==> src/rtl/spi9_panel_register_writer_top_assert.svh <==
// assertion macros for the panel register writer
`ifndef SPI9_PANEL_REGISTER_WRITER_TOP_ASSERT_SVH
`define SPI9_PANEL_REGISTER_WRITER_TOP_ASSERT_SVH

// same-cycle implication, reset masks the check
`define SPI9_ASSERT_NOW(label, ante, cons, msg) \
	label: assert property (@(posedge clk) disable iff (!arst_n) (ante) |-> (cons)) \
		else $error(msg);

// next-cycle implication, reset masks the check
`define SPI9_ASSERT_NEXT(label, ante, cons, msg) \
	label: assert property (@(posedge clk) disable iff (!arst_n) (ante) |=> (cons)) \
		else $error(msg);

`endif

==> src/rtl/spi9_pkg.sv <==
package spi9_pkg;

	// serial word layout
	localparam int unsigned WORD_BITS = 9;
	localparam logic [3:0] LAST_BIT_IDX = 4'(WORD_BITS - 1);
	localparam logic CMD_FLAG = 1'b0;
	localparam logic DATA_FLAG = 1'b1;

	// clock divider register
	localparam int unsigned HALF_W = 16;
	localparam logic [HALF_W-1:0] HALF_PERIOD_RESET = 16'd600;

	// sequencer states
	typedef enum logic [1:0] {
		ST_IDLE,
		ST_RUN,
		ST_HOLD
	} state_t;

endpackage

==> src/rtl/spi9_panel_register_writer_top.sv <==
// each serial bit spans a low then a high half period (a zero half period setting counts as one)
// a frame is 9, 18 or 27 bits: the command word and up to two data words
// output stalls hold bits back; one frame at a time, next word taken in the cycle after its last bit is emitted
// a new word is taken while the last bit of the previous frame still waits at the output
// async reset returns to idle with the half period setting at 600
module spi9_panel_register_writer_top (
	input  logic        clk,
	input  logic        arst_n,
	// configuration write
	input  logic        cfg_valid,
	output logic        cfg_ready,
	input  logic [15:0] cfg_data,
	// input words
	input  logic        in_valid,
	output logic        in_stall,
	input  logic [7:0]  reg_addr,
	input  logic [1:0]  data_count,
	input  logic [15:0] data_value,
	// output bits
	output logic        out_valid,
	input  logic        out_stall,
	output logic        sda_bit,
	output logic        word_is_data,
	output logic        frame_last
);

	spi9_pkg::state_t state_q, state_nxt;

	logic [spi9_pkg::HALF_W-1:0] half_q;
	logic [spi9_pkg::HALF_W-1:0] hp_m1;
	logic [spi9_pkg::HALF_W-1:0] cnt_q;
	logic                        phase_q;
	logic [8:0]                  shift_q;
	logic [3:0]                  bit_idx_q;
	logic [1:0]                  words_left_q;
	logic [15:0]                 pend_q;
	logic                        is_data_q;
	logic                        out_valid_q;
	logic                        sda_q;
	logic                        data_q;
	logic                        last_q;

	logic in_acc;
	logic slot_free;
	logic cnt_wrap;
	logic period_done;
	logic emit;
	logic last_bit;
	logic frame_end;

	// config register, written only while idle with no output pending
	assign cfg_ready = (state_q == spi9_pkg::ST_IDLE) && !out_valid_q;

	always_ff @(posedge clk or negedge arst_n) begin
		if (!arst_n) begin
			half_q <= spi9_pkg::HALF_PERIOD_RESET;
		end else if (cfg_valid && cfg_ready) begin
			half_q <= cfg_data;
		end
	end

	// a zero half period setting behaves as a setting of one
	assign hp_m1 = (half_q == '0) ? '0 : half_q - 1'b1;

	// handshake and sequencing conditions
	assign in_stall    = (state_q != spi9_pkg::ST_IDLE);
	assign in_acc      = in_valid && !in_stall;
	assign slot_free   = !out_valid_q || !out_stall;
	assign cnt_wrap    = (cnt_q == hp_m1);
	assign period_done = (state_q == spi9_pkg::ST_RUN) && phase_q && cnt_wrap;
	assign last_bit    = (bit_idx_q == spi9_pkg::LAST_BIT_IDX);
	assign frame_end   = last_bit && (words_left_q == 2'd0);

	// next state and bit emit
	always_comb begin
		state_nxt = state_q;
		emit      = 1'b0;
		case (state_q)
			spi9_pkg::ST_IDLE: begin
				if (in_acc) begin
					state_nxt = spi9_pkg::ST_RUN;
				end
			end
			spi9_pkg::ST_RUN: begin
				if (period_done) begin
					if (slot_free) begin
						emit      = 1'b1;
						state_nxt = frame_end ? spi9_pkg::ST_IDLE : spi9_pkg::ST_RUN;
					end else begin
						state_nxt = spi9_pkg::ST_HOLD;
					end
				end
			end
			spi9_pkg::ST_HOLD: begin
				if (slot_free) begin
					emit      = 1'b1;
					state_nxt = frame_end ? spi9_pkg::ST_IDLE : spi9_pkg::ST_RUN;
				end
			end
			default: begin
				state_nxt = spi9_pkg::ST_IDLE;
			end
		endcase
	end

	always_ff @(posedge clk or negedge arst_n) begin
		if (!arst_n) begin
			state_q <= spi9_pkg::ST_IDLE;
		end else begin
			state_q <= state_nxt;
		end
	end

	// half period counter, low half then high half per bit
	always_ff @(posedge clk or negedge arst_n) begin
		if (!arst_n) begin
			cnt_q   <= '0;
			phase_q <= 1'b0;
		end else if (in_acc) begin
			cnt_q   <= '0;
			phase_q <= 1'b0;
		end else if (state_q == spi9_pkg::ST_RUN) begin
			if (cnt_wrap) begin
				cnt_q   <= '0;
				phase_q <= !phase_q;
			end else begin
				cnt_q <= cnt_q + 1'b1;
			end
		end
	end

	// word bookkeeping
	always_ff @(posedge clk or negedge arst_n) begin
		if (!arst_n) begin
			bit_idx_q    <= '0;
			words_left_q <= '0;
			is_data_q    <= 1'b0;
		end else if (in_acc) begin
			bit_idx_q    <= '0;
			words_left_q <= (data_count > 2'd2) ? 2'd2 : data_count;
			is_data_q    <= 1'b0;
		end else if (emit) begin
			if (last_bit) begin
				bit_idx_q <= '0;
				if (words_left_q != 2'd0) begin
					words_left_q <= words_left_q - 2'd1;
					is_data_q    <= 1'b1;
				end
			end else begin
				bit_idx_q <= bit_idx_q + 4'd1;
			end
		end
	end

	// shift register, msb first, reloaded at each word boundary
	always_ff @(posedge clk) begin
		if (in_acc) begin
			shift_q <= {spi9_pkg::CMD_FLAG, reg_addr};
			pend_q  <= (data_count >= 2'd2) ? data_value : {8'h00, data_value[7:0]};
		end else if (emit) begin
			if (last_bit) begin
				if (words_left_q == 2'd2) begin
					shift_q <= {spi9_pkg::DATA_FLAG, pend_q[15:8]};
					pend_q  <= {8'h00, pend_q[7:0]};
				end else begin
					shift_q <= {spi9_pkg::DATA_FLAG, pend_q[7:0]};
					pend_q  <= '0;
				end
			end else begin
				shift_q <= {shift_q[7:0], 1'b0};
			end
		end
	end

	// output register
	always_ff @(posedge clk or negedge arst_n) begin
		if (!arst_n) begin
			out_valid_q <= 1'b0;
		end else if (emit) begin
			out_valid_q <= 1'b1;
		end else if (!out_stall) begin
			out_valid_q <= 1'b0;
		end
	end

	always_ff @(posedge clk) begin
		if (emit) begin
			sda_q  <= shift_q[8];
			data_q <= is_data_q;
			last_q <= frame_end;
		end
	end

	assign out_valid    = out_valid_q;
	assign sda_bit      = sda_q;
	assign word_is_data = data_q;
	assign frame_last   = last_q;

	`include "spi9_panel_register_writer_top_assert.svh"

	// a fresh word starts the command word at its first bit
	`SPI9_ASSERT_NEXT(a_start, in_acc, (state_q == spi9_pkg::ST_RUN) && (bit_idx_q == 4'd0) && !is_data_q, "frame start not set up")
	// bit counter never passes the word length
	`SPI9_ASSERT_NOW(a_bit_range, 1'b1, bit_idx_q <= spi9_pkg::LAST_BIT_IDX, "bit index out of range")
	// holding only happens behind a pending output word
	`SPI9_ASSERT_NOW(a_hold, state_q == spi9_pkg::ST_HOLD, out_valid_q, "hold without pending output")
	// an emitted frame end sends the block back to idle
	`SPI9_ASSERT_NEXT(a_end_idle, emit && frame_end, state_q == spi9_pkg::ST_IDLE, "frame end not idle")

endmodule
==> config.mk <==
export PLATFORM = sky130hd
export DESIGN_NAME = spi9_panel_register_writer_top
export DESIGN_NICKNAME = d
export VERILOG_FILES = /design/src/rtl/spi9_pkg.sv /design/src/rtl/spi9_panel_register_writer_top.sv
export VERILOG_INCLUDE_DIRS = /design/src /design/src/rtl
export SDC_FILE = /design/constraint.sdc
export NUM_CORES = 1
export LEC_CHECK = 0
export BUFFER_PORTS_ARGS = -buffer_cell sky130_fd_sc_hd__buf_2
export CAP_MARGIN = 20
export CELL_PAD_IN_SITES_DETAIL_PLACEMENT = 1
export CELL_PAD_IN_SITES_GLOBAL_PLACEMENT = 1
export CORE_UTILIZATION = 33
export CTS_CLUSTER_SIZE = 16
export DETAILED_ROUTE_END_ITERATION = 8
export PLACE_DENSITY = 0.65
export SYNTH_ARGS = -nofsm -noshare
export SYNTH_HDL_FRONTEND = slang
export SYNTH_SLANG_ARGS = --single-unit
==> constraint.sdc <==
create_clock -name clk -period 3.6 [get_ports clk]
set_input_delay 0.72 -clock clk [delete_from_list [all_inputs] [get_ports clk]]
set_output_delay 0.72 -clock clk [all_outputs]
set_load 0.005 [all_outputs]
# --- Word level (Yosys, flattened, before mapping) ---
# Cells that the tools add are included.
totals:
  output_inout_bits: 6
  ff_bits: 71
  in_bits: 47
  wordCells: 96
classes:
  addsub: 4
  magnitude_cmp: 2
  n_mux: 39
  reduce_logical: 26
  eq_ne: 10
ops:
  columns: ["operator", "n"]
  rows:
  - ["$mux 16", 8]
  - ["$mux 8", 4]
  - ["$mux 2", 9]
  - ["$add 16x1->16 const B", 1]
  - ["$eq 16x16->1", 1]
  - ["$logic_not 16->1", 1]
  - ["$sub 16x1->16 const B", 1]
  - ["$reduce_bool 2->1", 7]
  - ["$mux 1", 12]
  - ["$mux 4", 3]
  - ["$mux 9", 1]
  - ["$reduce_and 3->1", 3]
  - ["$ne 2x2->1 const B", 4]
  - ["$logic_and 1x1->1", 6]
  - ["$pmux 2 s3", 1]
  - ["$add 4x1->4 const B", 1]
  - ["$eq 2x2->1 const B", 2]
  - ["$eq 4x4->1 const B", 1]
  - ["$logic_not 1->1", 4]
  - ["$logic_not 2->1", 2]
  - ["$reduce_and 2->1", 2]
  - ["$eq 2x1->1 const B", 1]
  - ["$ge 2x2->1 const B", 1]
  - ["$gt 2x2->1 const B", 1]
  - ["other kinds (4)", 4]

# --- Longest topological paths before layout ---
# Gate-level depths: netlist (run 1).
depth:
  depth_word: 8
  mapped_depth: 14
  depth_no_buf: 12

# --- Worst setup path before layout (run 1) ---
# Ideal clock, no wire load.
synth_path:
  kind: "register to register"
  start: "register half_q[3] (netlist name)"
  end: "register pend_q[0] (enable)"
  arrival_ns: 3.329
  path_stages_with_launch: 13
  t_required_ns: 3.226
  path_buffers: 2
  setup_ns: 0.374
  slack_ns: -0.103
  cell_sequence: "dfstp_2 > buf_4 > or4_4 > or3_1 > xnor2_1 > xnor2_1 > a32oi_1 > or4_1 > o21a_1 > buf_4 > inv_2 > nand2_1 > o21ai_1"
synth_between:
  elab_chain_cells: 8
  elab_cells_between_ends: 9
synth_lines:
  columns: ["element", "line_no", "text"]
  rows:
  - ["from (decl)", "spi9_panel_register_writer_top.sv:29", "logic [spi9_pkg::HALF_W-1:0] half_q;"]
  - ["from (signal assigned)", "spi9_panel_register_writer_top.sv:56", "half_q <= spi9_pkg::HALF_PERIOD_RESET;"]
  - ["from (signal assigned)", "spi9_panel_register_writer_top.sv:58", "half_q <= cfg_data;"]
  - ["$sub 16x1->16 or $logic_not 16->1 (tied branches)", "spi9_panel_register_writer_top.sv:63", "assign hp_m1 = (half_q == '0) ? '0 : half_q - 1'b1;"]
  - ["$mux 16 *", "spi9_panel_register_writer_top.sv:63", null]
  - ["$eq 16x16->1 *", "spi9_panel_register_writer_top.sv:69", "assign cnt_wrap = (cnt_q == hp_m1);"]
  - ["$logic_and 1x1->1 *", "spi9_panel_register_writer_top.sv:70", "assign period_done = (state_q == spi9_pkg::ST_RUN) && phase_q && cnt_wrap;"]
  - ["$mux 1 *", "spi9_panel_register_writer_top.sv:85", "if (period_done) begin"]
  - ["$pmux 1 s2 *", "spi9_panel_register_writer_top.sv:78", "case (state_q)"]
  - ["named net emit", "spi9_panel_register_writer_top.sv:47", "logic emit;"]
  - ["$reduce_bool 2->1 (no line) *", null, null]
  - ["$reduce_and 3->1 (no line) *", null, null]
  - ["to (signal assigned)", "spi9_panel_register_writer_top.sv:159", "pend_q <= (data_count >= 2'd2) ? data_value : {8'h00, data_value[7:0]};"]
  - ["to (signal assigned)", "spi9_panel_register_writer_top.sv:164", "pend_q <= {8'h00, pend_q[7:0]};"]
  - ["to (decl)", "spi9_panel_register_writer_top.sv:36", "logic [15:0] pend_q;"]
# Mark *: on every way through the listed nets, which the timed path passes. The rest lies on a longest branch.
# A chain may end at the register's enable or synchronous reset.

# --- Worst setup path in the final report (run 1) ---
layout_path:
  start: "register half_q[8] (netlist name)"
  end: "register bit_idx_q[2]"
layout_between:
  elab_chain_cells: 7
  elab_cells_between_ends: 8
layout_lines:
  columns: ["element", "line_no", "text"]
  rows:
  - ["$sub 16x1->16 or $logic_not 16->1 (tied branches)", "spi9_panel_register_writer_top.sv:63", null]
  - ["$mux 16 *", "spi9_panel_register_writer_top.sv:63", null]
  - ["$eq 16x16->1 *", "spi9_panel_register_writer_top.sv:69", null]
  - ["$logic_and 1x1->1 *", "spi9_panel_register_writer_top.sv:70", null]
  - ["$mux 1 *", "spi9_panel_register_writer_top.sv:85", null]
  - ["$pmux 1 s2 *", "spi9_panel_register_writer_top.sv:78", null]
  - ["$reduce_bool 2->1 (no line) *", null, null]
  - ["to (signal assigned)", "spi9_panel_register_writer_top.sv:150", "bit_idx_q <= bit_idx_q + 4'd1;"]
  - ["to (decl)", "spi9_panel_register_writer_top.sv:34", "logic [3:0] bit_idx_q;"]
# Every way passes the cells marked *; elsewhere a longest branch is shown, timed or not.

==> results of run 1 <==
==> worst max path at each step <==
stage               from           end  slack, ps  depth (start not counted)
2_1_floorplan  half_q[3]     pend_q[0]         60                         12
3_5_place_dp   half_q[2]     pend_q[3]         70                         10
4_1_cts        half_q[2]     pend_q[6]         60                         10
6_report       half_q[8]  bit_idx_q[2]        160                         10
3_3_place_gp   half_q[3]     pend_q[3]        170                         10
5_1_grt        half_q[5]  bit_idx_q[2]          5                         10
==> layout by cell type, fill, tap and decap left out, types with 3 or more instances in the layout <==
cell type / n
nor4_4: 3
o31ai_1: 3
buf_4: 28
nor3_1: 16
dfrtp_1: 37
nand3_1: 12
mux2_2: 17
buf_2: 52
inv_1: 19
nand2b_1: 3
bufinv_16: 3
o41ai_1: 3
nor4_1: 7
and3_1: 19
o21ai_1: 5
xor2_1: 8
mux2i_1: 10
o311ai_1: 3
o22ai_1: 3
o21ai_0: 19
dfstp_2: 4
a21oi_1: 20
clkbuf_16: 9
nand2_1: 38
edfxtp_1: 27
or4_1: 4
a31oi_1: 3
or3_1: 5
ha_1: 10
nand4_1: 8
xnor2_1: 14
a22o_1: 3
nor2_1: 39
and2_1: 4
==> power by group through the flow <==
| stage | Clock (mW) | Combinational (mW) | Sequential [mW] |
|---|---|---|---|
| after floorplan | 0 | 1.02 | 1.22 |
| after global placement | 0 | 1.30 | 1.30 |
| after detailed placement | 0 | 1.34 | 1.31 |
| after CTS | 1.07 | 1.35 | 1.30 |
| after global routing | 1.10 | 1.58 | 1.34 |
| final | 1.05 | 1.45 | 1.31 |
==> kinds of logic after synthesis <==
family | share of synthesized area
fa+ha+maj | 0.02960
mux | 0.06898
buf+inv | 0.04411
simple gates | 0.2288
compound gates | 0.1285
flops | 0.4523
xor+xnor | 0.04766
==> routing by layer <==
metal  part of all wire  vias to the layer above
li1                   -                     1733
met1               0.44                     1783
met2               0.50                       72
met3              0.040                       24
met4              0.021                        0
met5                  0                        -
==> synthesized netlist by cell type (3+ instances only) <==
library cell	instances	share of area
dfrtp_1	39	0.23
nor2_1	39	0.035
nand2_1	38	0.034
edfxtp_1	27	0.19
a21oi_1	20	0.024
clkbuf_1	20	0.018
and3_1	19	0.028
inv_1	19	0.017
o21ai_0	19	0.022
mux2_2	17	0.045
nor3_1	17	0.020
xnor2_1	15	0.031
nand3_1	12	0.014
ha_1	10	0.030
mux2i_1	10	0.024
nand4_1	8	0.012
nor4_1	8	0.012
xor2_1	8	0.017
o21ai_1	6	0.0071
or3_1	6	0.0089
and2_1	4	0.0059
dfstp_2	4	0.025
nand2b_1	4	0.0059
or4_1	4	0.0071
a22o_1	3	0.0062
a31oi_1	3	0.0044
nor4_4	3	0.015
o22ai_1	3	0.0044
o311ai_1	3	0.0062
o31ai_1	3	0.0053
o41ai_1	3	0.0062
==> metrics by stage <==
step / util / area [um^2] / setup WS (ps)
2_1_floorplan: - / 4230 / 58.26
3_3_place_gp: 0.3871 / 4747 / 171.2
3_5_place_dp: 0.3871 / 4747 / 69.15
4_1_cts: 0.4153 / 5092 / 62.10
5_1_grt: 0.4262 / 5226 / 4.940
6_report: 0.4262 / 5226 / 158.3
==> state kept, by name, indices dropped and copies added, names as in the netlist, 2 cells and up <==
register	flops
bit_idx_q	4
words_left_q	2
half_q	16
shift_q	9
state_q	2
pend_q	16
cnt_q	16
==> worst register-to-register path, delay by kind of cell, from the launching register on <==
kind                   cells  cell delay (ps)
buffers and inverters      1              170
AO/OA/AOI/OAI              4              880
AND/OR/NAND/NOR            5             1840
flip-flops                 1              490
==> what timing repair did <==
action / 4_1_cts / 5_1_grt
endpoints found under the setup margin: 0 / 34
endpoints found under the hold margin: 0 / 0
buffers inserted: 0 / 7
resized for setup: 0 / 9
hold buffers: 0 / 0
==> area by class of cell <==
| class | instances | area [um^2] | share of cell area |
|---|---|---|---|
| Clock buffer | 10 | 229.0 | 0.04381 |
| Clock inverter | 6 | 116.4 | 0.02226 |
| Inverter | 20 | 75.07 | 0.01436 |
| Multi-Input combinational cell | 321 | 2191 | 0.4192 |
| Sequential cell | 71 | 1914 | 0.3663 |
| Tap cell | 168 | 210.2 | 0.04022 |
| Timing Repair Buffer | 81 | 490.5 | 0.09385 |
==> summary.txt, run 1 <==
Placement
  – Routability congestion estimate from global placement: 0.8731
  – Number of placed cells counting well taps: 652
  – Final HPWL from detailed placement: 8537 um
  – I/O Buffers: 52

Run status
  – Status: finished clean

Synthesis
  – Syn avg cell area: 9.694 um^2
  – Count of cell types in the netlist: 62
  – Sequential area share after synthesis: 0.4523
  – Synth async-reset ratio: 0.6056
  – Flops & latches, synth: 71
  – Synth Instances: 436
  – Syn Nets: 493
  – Warnings, synthesis: 0
  – EDFF count, synth: 27
  – Most common flop cell mapped by yosys: dfrtp_1
  – Synth Cell Area: 0.004227 mm^2

Global route
  – Grt peak-use layer: met2
  – Initial antenna violation count: 0
  – Vias in the first global route: 3,644
  – Largest net degree at the start of global routing: 44
  – Met2 Use GR: 0.3104
  – Met1 Usage GRT: 0.2358
  – GRT overflow: 0
  – GRT met3 Usage: 0.04323
  – Total GRT Usage: 0.1879
  – Global-route wire length before repair: 18,770 um

Final layout
  – Finished Layout Cells: 677
  – Filler cell count: 1,399
  – Nets: 561
  – Layout area overhead: 23.65%
  – Share of cells above drive strength 1: 0.2731
  – ANT cells: 0

Power and ir drop
  – VDD IR max: 0.3206 mV
  – Switching portion of total power: 0.3665
  – Clock power share: 0.275
  – Internal power: 2.415 mW
  – Power per cell area: 729.3 mW/mm^2
  – Sequential Power Share: 0.344
  – Total leakage power: 2.146 nW
  – Pwr Total: 3.811 mW
  – Comb pwr share: 0.381
  – NetSw: 1.397 mW

Clocking
  – Skew-Pair Late Insertion Delay: 350 ps
  – Clock-pin slew on the worst setup and hold paths: 60 ps
  – # H-tree levels: 3
  – CTS Buf Count: 9
  – Clock sinks: 71
  – CTS tree: built
  – Root Driver: clkbuf_16
  – Longest Clk Path Bufs: 2

Routing
  – Initial DRC Count: 193
  – DR vias: 3,612
  – Vias per cell: 5.335
  – ANT nets after route: 0
  – Drt pass-1 iters: 4
  – Avg WL per Cell: 17.33 um
  – DRC: 0
  – Routed wire length: 11,730 um

Timing
  – Final Hold Fails: 0
  – Setup_tns: 0 ps
  – Worst slew pin tran: 677.8 ps
  – Finish-stage setup viols: 0
  – Peak Freq: 0.2906 GHz
  – Worst hold slack: 202.1 ps
  – Min Tclk post-route: 3442 ps
  – Clock Skew: 9.258 ps
  – RSZ-0062 raised after global routing: no
  – Final Slew Violations: 0
  – Final period util: 0.9560
  – Worst relative slew slack: 0.5471

Setup path
  – Arrival time at the worst endpoint: 3710 ps
  – Critical path endpoint category: register
  – Critical Path Source Type: register
  – Crit path buffers/inverters: 1
  – Worst path top cell family by delay: simple AND/OR/NAND/NOR gates
  – R2R depth: 10
  – Critical Path RT: 3870 ps
  – Slowest CP cell: or4_4
  – CP max FO: 7
  – CP Cell Sequence: or4_4 > nor4_4 > o21ai_1 > a2111o_1 > nand4b_4 > or2_0 > o21a_1 > buf_4 > or4_1 > a21oi_1
  – Worst Setup Path Type: reg -> reg
  – Largest stage delay on the critical path: 580 ps
  – Reg-to-Reg End: bit_idx_q[2]
  – Worst flop-to-flop path startpoint: half_q[8]
  – R2R setup slack: 160 ps

Floorplanning
  – DIE WIDTH: 115.2 um
  – Die Ht: 115.2 um
  – I/O pins: 53
  – Core area: 0.01226 mm^2
  – Area of the die: 0.01326 mm^2
  – # rows: 40
  – Initial Utilization: 0.3447

Worst hold path
  – Hold Path Class: in -> async

Job
  – Max Cap Viol: 0
Note: power is estimated with default switching activity, not from simulation.
==> run 2: changes to the inputs <==
- REMOVE_ABC_BUFFERS: not set -> 1
==> run 2 against run 1 <==
  * Worst setup slack better by 12 ps
  * Power fell by 3.3%
  * Cell area fell by 1.8%
  * Highest routed layer unchanged
  * First-iteration DRC count is 19% lower
  * Largest power group unchanged
  * Clock power hardly changed
  * Maximum frequency increased by 0.35%
  * Register-to-register slack hardly changed
  * Critical path depth is 1 lower
  * Combinational power decreased by 8%
  * Sequential cell count did not move
  * Sequential power about the same
==> summary.txt, run 2 (synthesized netlist as in run 1, its figures left out) <==
Routing
  – Initial DRC Count: 156 (-19%)
  – DR vias: 3,524 (-2.4%)
  – ANT nets after route: 0 (unchanged)
  – Avg WL per Cell: 16.82 um (-2.9%)
  – DRC: 0 (unchanged)
  – Drt pass-1 iters: 4 (unchanged)
  – Vias per cell: 5.275 (-1.1%)
  – Routed wire length: 11,240 um (-4.2%)

Timing
  – Final Slew Violations: 0 (unchanged)
  – Min Tclk post-route: 3430 ps (-11.94 ps)
  – Final period util: 0.9527 (-0.003316)
  – Peak Freq: 0.2916 GHz (+0.35%)
  – RSZ-0062 raised after global routing: no
  – Final Hold Fails: 0 (unchanged)
  – Finish-stage setup viols: 0 (unchanged)
  – Worst relative slew slack: 0.5503 (+0.003192)
  – Worst hold slack: 355.3 ps (+153.1 ps)
  – Clock Skew: 8.920 ps (-0.3382 ps)
  – Worst slew pin tran: 673.0 ps (-4.777 ps)

Final layout
  – Filler cell count: 1,416 (+1.2%)
  – Finished Layout Cells: 668 (-1.3%)
  – Multi-input gate area: 0.002138 mm^2 (-2.4%)
  – ANT cells: 0 (unchanged)
  – Layout area overhead: 21.40%
  – Commonest non-fill, non-tap cell in the layout: buf_2
  – Reg area: 0.001912 mm^2 (-0.13%)
  – Top Registers: cnt_q x16, half_q x16, pend_q x16
  – Nets: 552 (-1.6%)
  – Share of cells above drive strength 1: 0.2460 (-0.02708)
  – Commonest cells after routing, fill and taps aside: 52 x buf_2, 39 x nor2_1, 39 x dfrtp_1

Setup path
  – Critical Path Source Type: register
  – Arrival time at the worst endpoint: 3680 ps (-30 ps)
  – Worst Setup Path Type: reg -> reg
  – Critical path endpoint category: register
  – CP max FO: 9 (+2)
  – Critical Path RT: 3850 ps (-20 ps)

Global route
  – Largest net degree at the start of global routing: 44 (unchanged)
  – Total GRT Usage: 0.1841 (-0.003873)
  – Initial antenna violation count: 0 (unchanged)
  – GRT overflow: 0 (unchanged)
  – Global-route wire length before repair: 18,530 um (-1.3%)
  – Vias in the first global route: 3,666 (+0.60%)

Clocking
  – Hold-fix buffers, CTS: 0 (unchanged)
  – CTS Buf Count: 9 (unchanged)
  – Clock-pin slew on the worst setup and hold paths: 60 ps (about the same)
  – Skew-Pair Late Insertion Delay: 350 ps (about the same)
  – CTS tree: built
  – Longest Clk Path Bufs: 2 (unchanged)
  – # H-tree levels: 3 (unchanged)
  – Clock sinks: 71 (unchanged)
  – Root Driver: clkbuf_16

Floorplanning
  – Area of the die: 0.01326 mm^2 (unchanged)
  – DIE WIDTH: 115.2 um (unchanged)
  – Core area: 0.01226 mm^2 (unchanged)
  – # rows: 40 (unchanged)
  – I/O pins: 53 (unchanged)
  – Die Ht: 115.2 um (unchanged)
  – Initial Utilization: 0.3447 (unchanged)

Power and ir drop
  – Total leakage power: 2.099 nW (-2.2%)
  – Power per cell area: 717.9 mW/mm^2 (-1.6%)
  – VDD IR max: 0.3183 mV (-0.71%)

Placement
  – Routability congestion estimate from global placement: 0.8848 (+1.3%)
  – Final HPWL from detailed placement: 8599 um (+0.72%)
  – Number of placed cells counting well taps: 651 (-0.15%)
  – I/O Buffers: 52 (unchanged)

Run status
  – Status: finished clean

Job
  – Max Cap Viol: 0 (unchanged)

Worst hold path
  – Hold Path Class: in -> async
## run 2: cell count changes in the layout (fill, tap and decap cells not counted), sizes merged
cell    before  now
inv         21   22
nor4        12   11
clkinv       2    1
buf         81   73
## run 2: critical path: stages (launching register included)
cell      delay [ps]
dfrtp_1          480
nor4_4           560
and4_1           360
a32o_1           180
o32ai_1           90
nand2b_1         200
or4_1            520
o21a_1           280
or3_1            430
o311ai_1         240
## run 2: layout make-up
cell class | instances | share of cell area
clock buffer | 10 | 0.04462
clock inverter | 6 | 0.02268
inverter | 20 | 0.01463
multi-input combinational | 320 | 0.4167
sequential | 71 | 0.3726
tap | 168 | 0.04097
timing repair buffer | 73 | 0.08778
## run 2: timing repair
action                                  4_1_cts  5_1_grt
buffers inserted                              0        0
hold endpoints to repair                      0        0
endpoints found under the setup margin        0       18
gates resized for setup                       0        2
## run 2: where the power goes
part	internal [mW]	switching (mW)	leakage [nW]	total, mW
clock network	0.683	0.359	0.168	1.04
logic	0.605	0.732	1.12	1.34
registers	1.08	0.229	0.815	1.31
total	2.36	1.32	2.10	3.68
## run 2: stage by stage
step | worst slack [ps] | cell area [um^2] | utilization | setup TNS [ps] | power, mW
after floorplan | -426.4 | 4115 | - | -5052 | 2.184
after global placement | 252.9 | 4748 | 0.3872 | 0 | 2.606
after detailed placement | 166.1 | 4748 | 0.3872 | 0 | 2.652
after CTS | 153.1 | 5094 | 0.4154 | 0 | 3.719
after global routing | 0.3539 | 5131 | 0.4185 | 0 | 3.912
final | 170.3 | 5131 | 0.4185 | 0 | 3.684
## run 2: worst paths after layout
path / from / end / slack (ps) / depth (start not counted)
worst max-delay path: half_q[7] / words_left_q[1] / 170 / 9
worst min-delay path: arst_n / half_q[0] / 360 / 1
worst max register to register: half_q[7] / words_left_q[1] / 170 / 9
worst min register to register: shift_q[8] / sda_bit / 430 / 0
max in group asynchronous: arst_n / cnt_q[9] / 2740 / 2
min in group clk: shift_q[8] / sda_bit / 430 / 0
## run 2: routing by layer
layer  vias up  track usage  routed length [um]
met5         -            0                   0
met4         0      0.06840                 166
met3        15      0.04006                 371
met2        56       0.3297                5753
met1      1745       0.2152                4943
li1       1708            -                   -
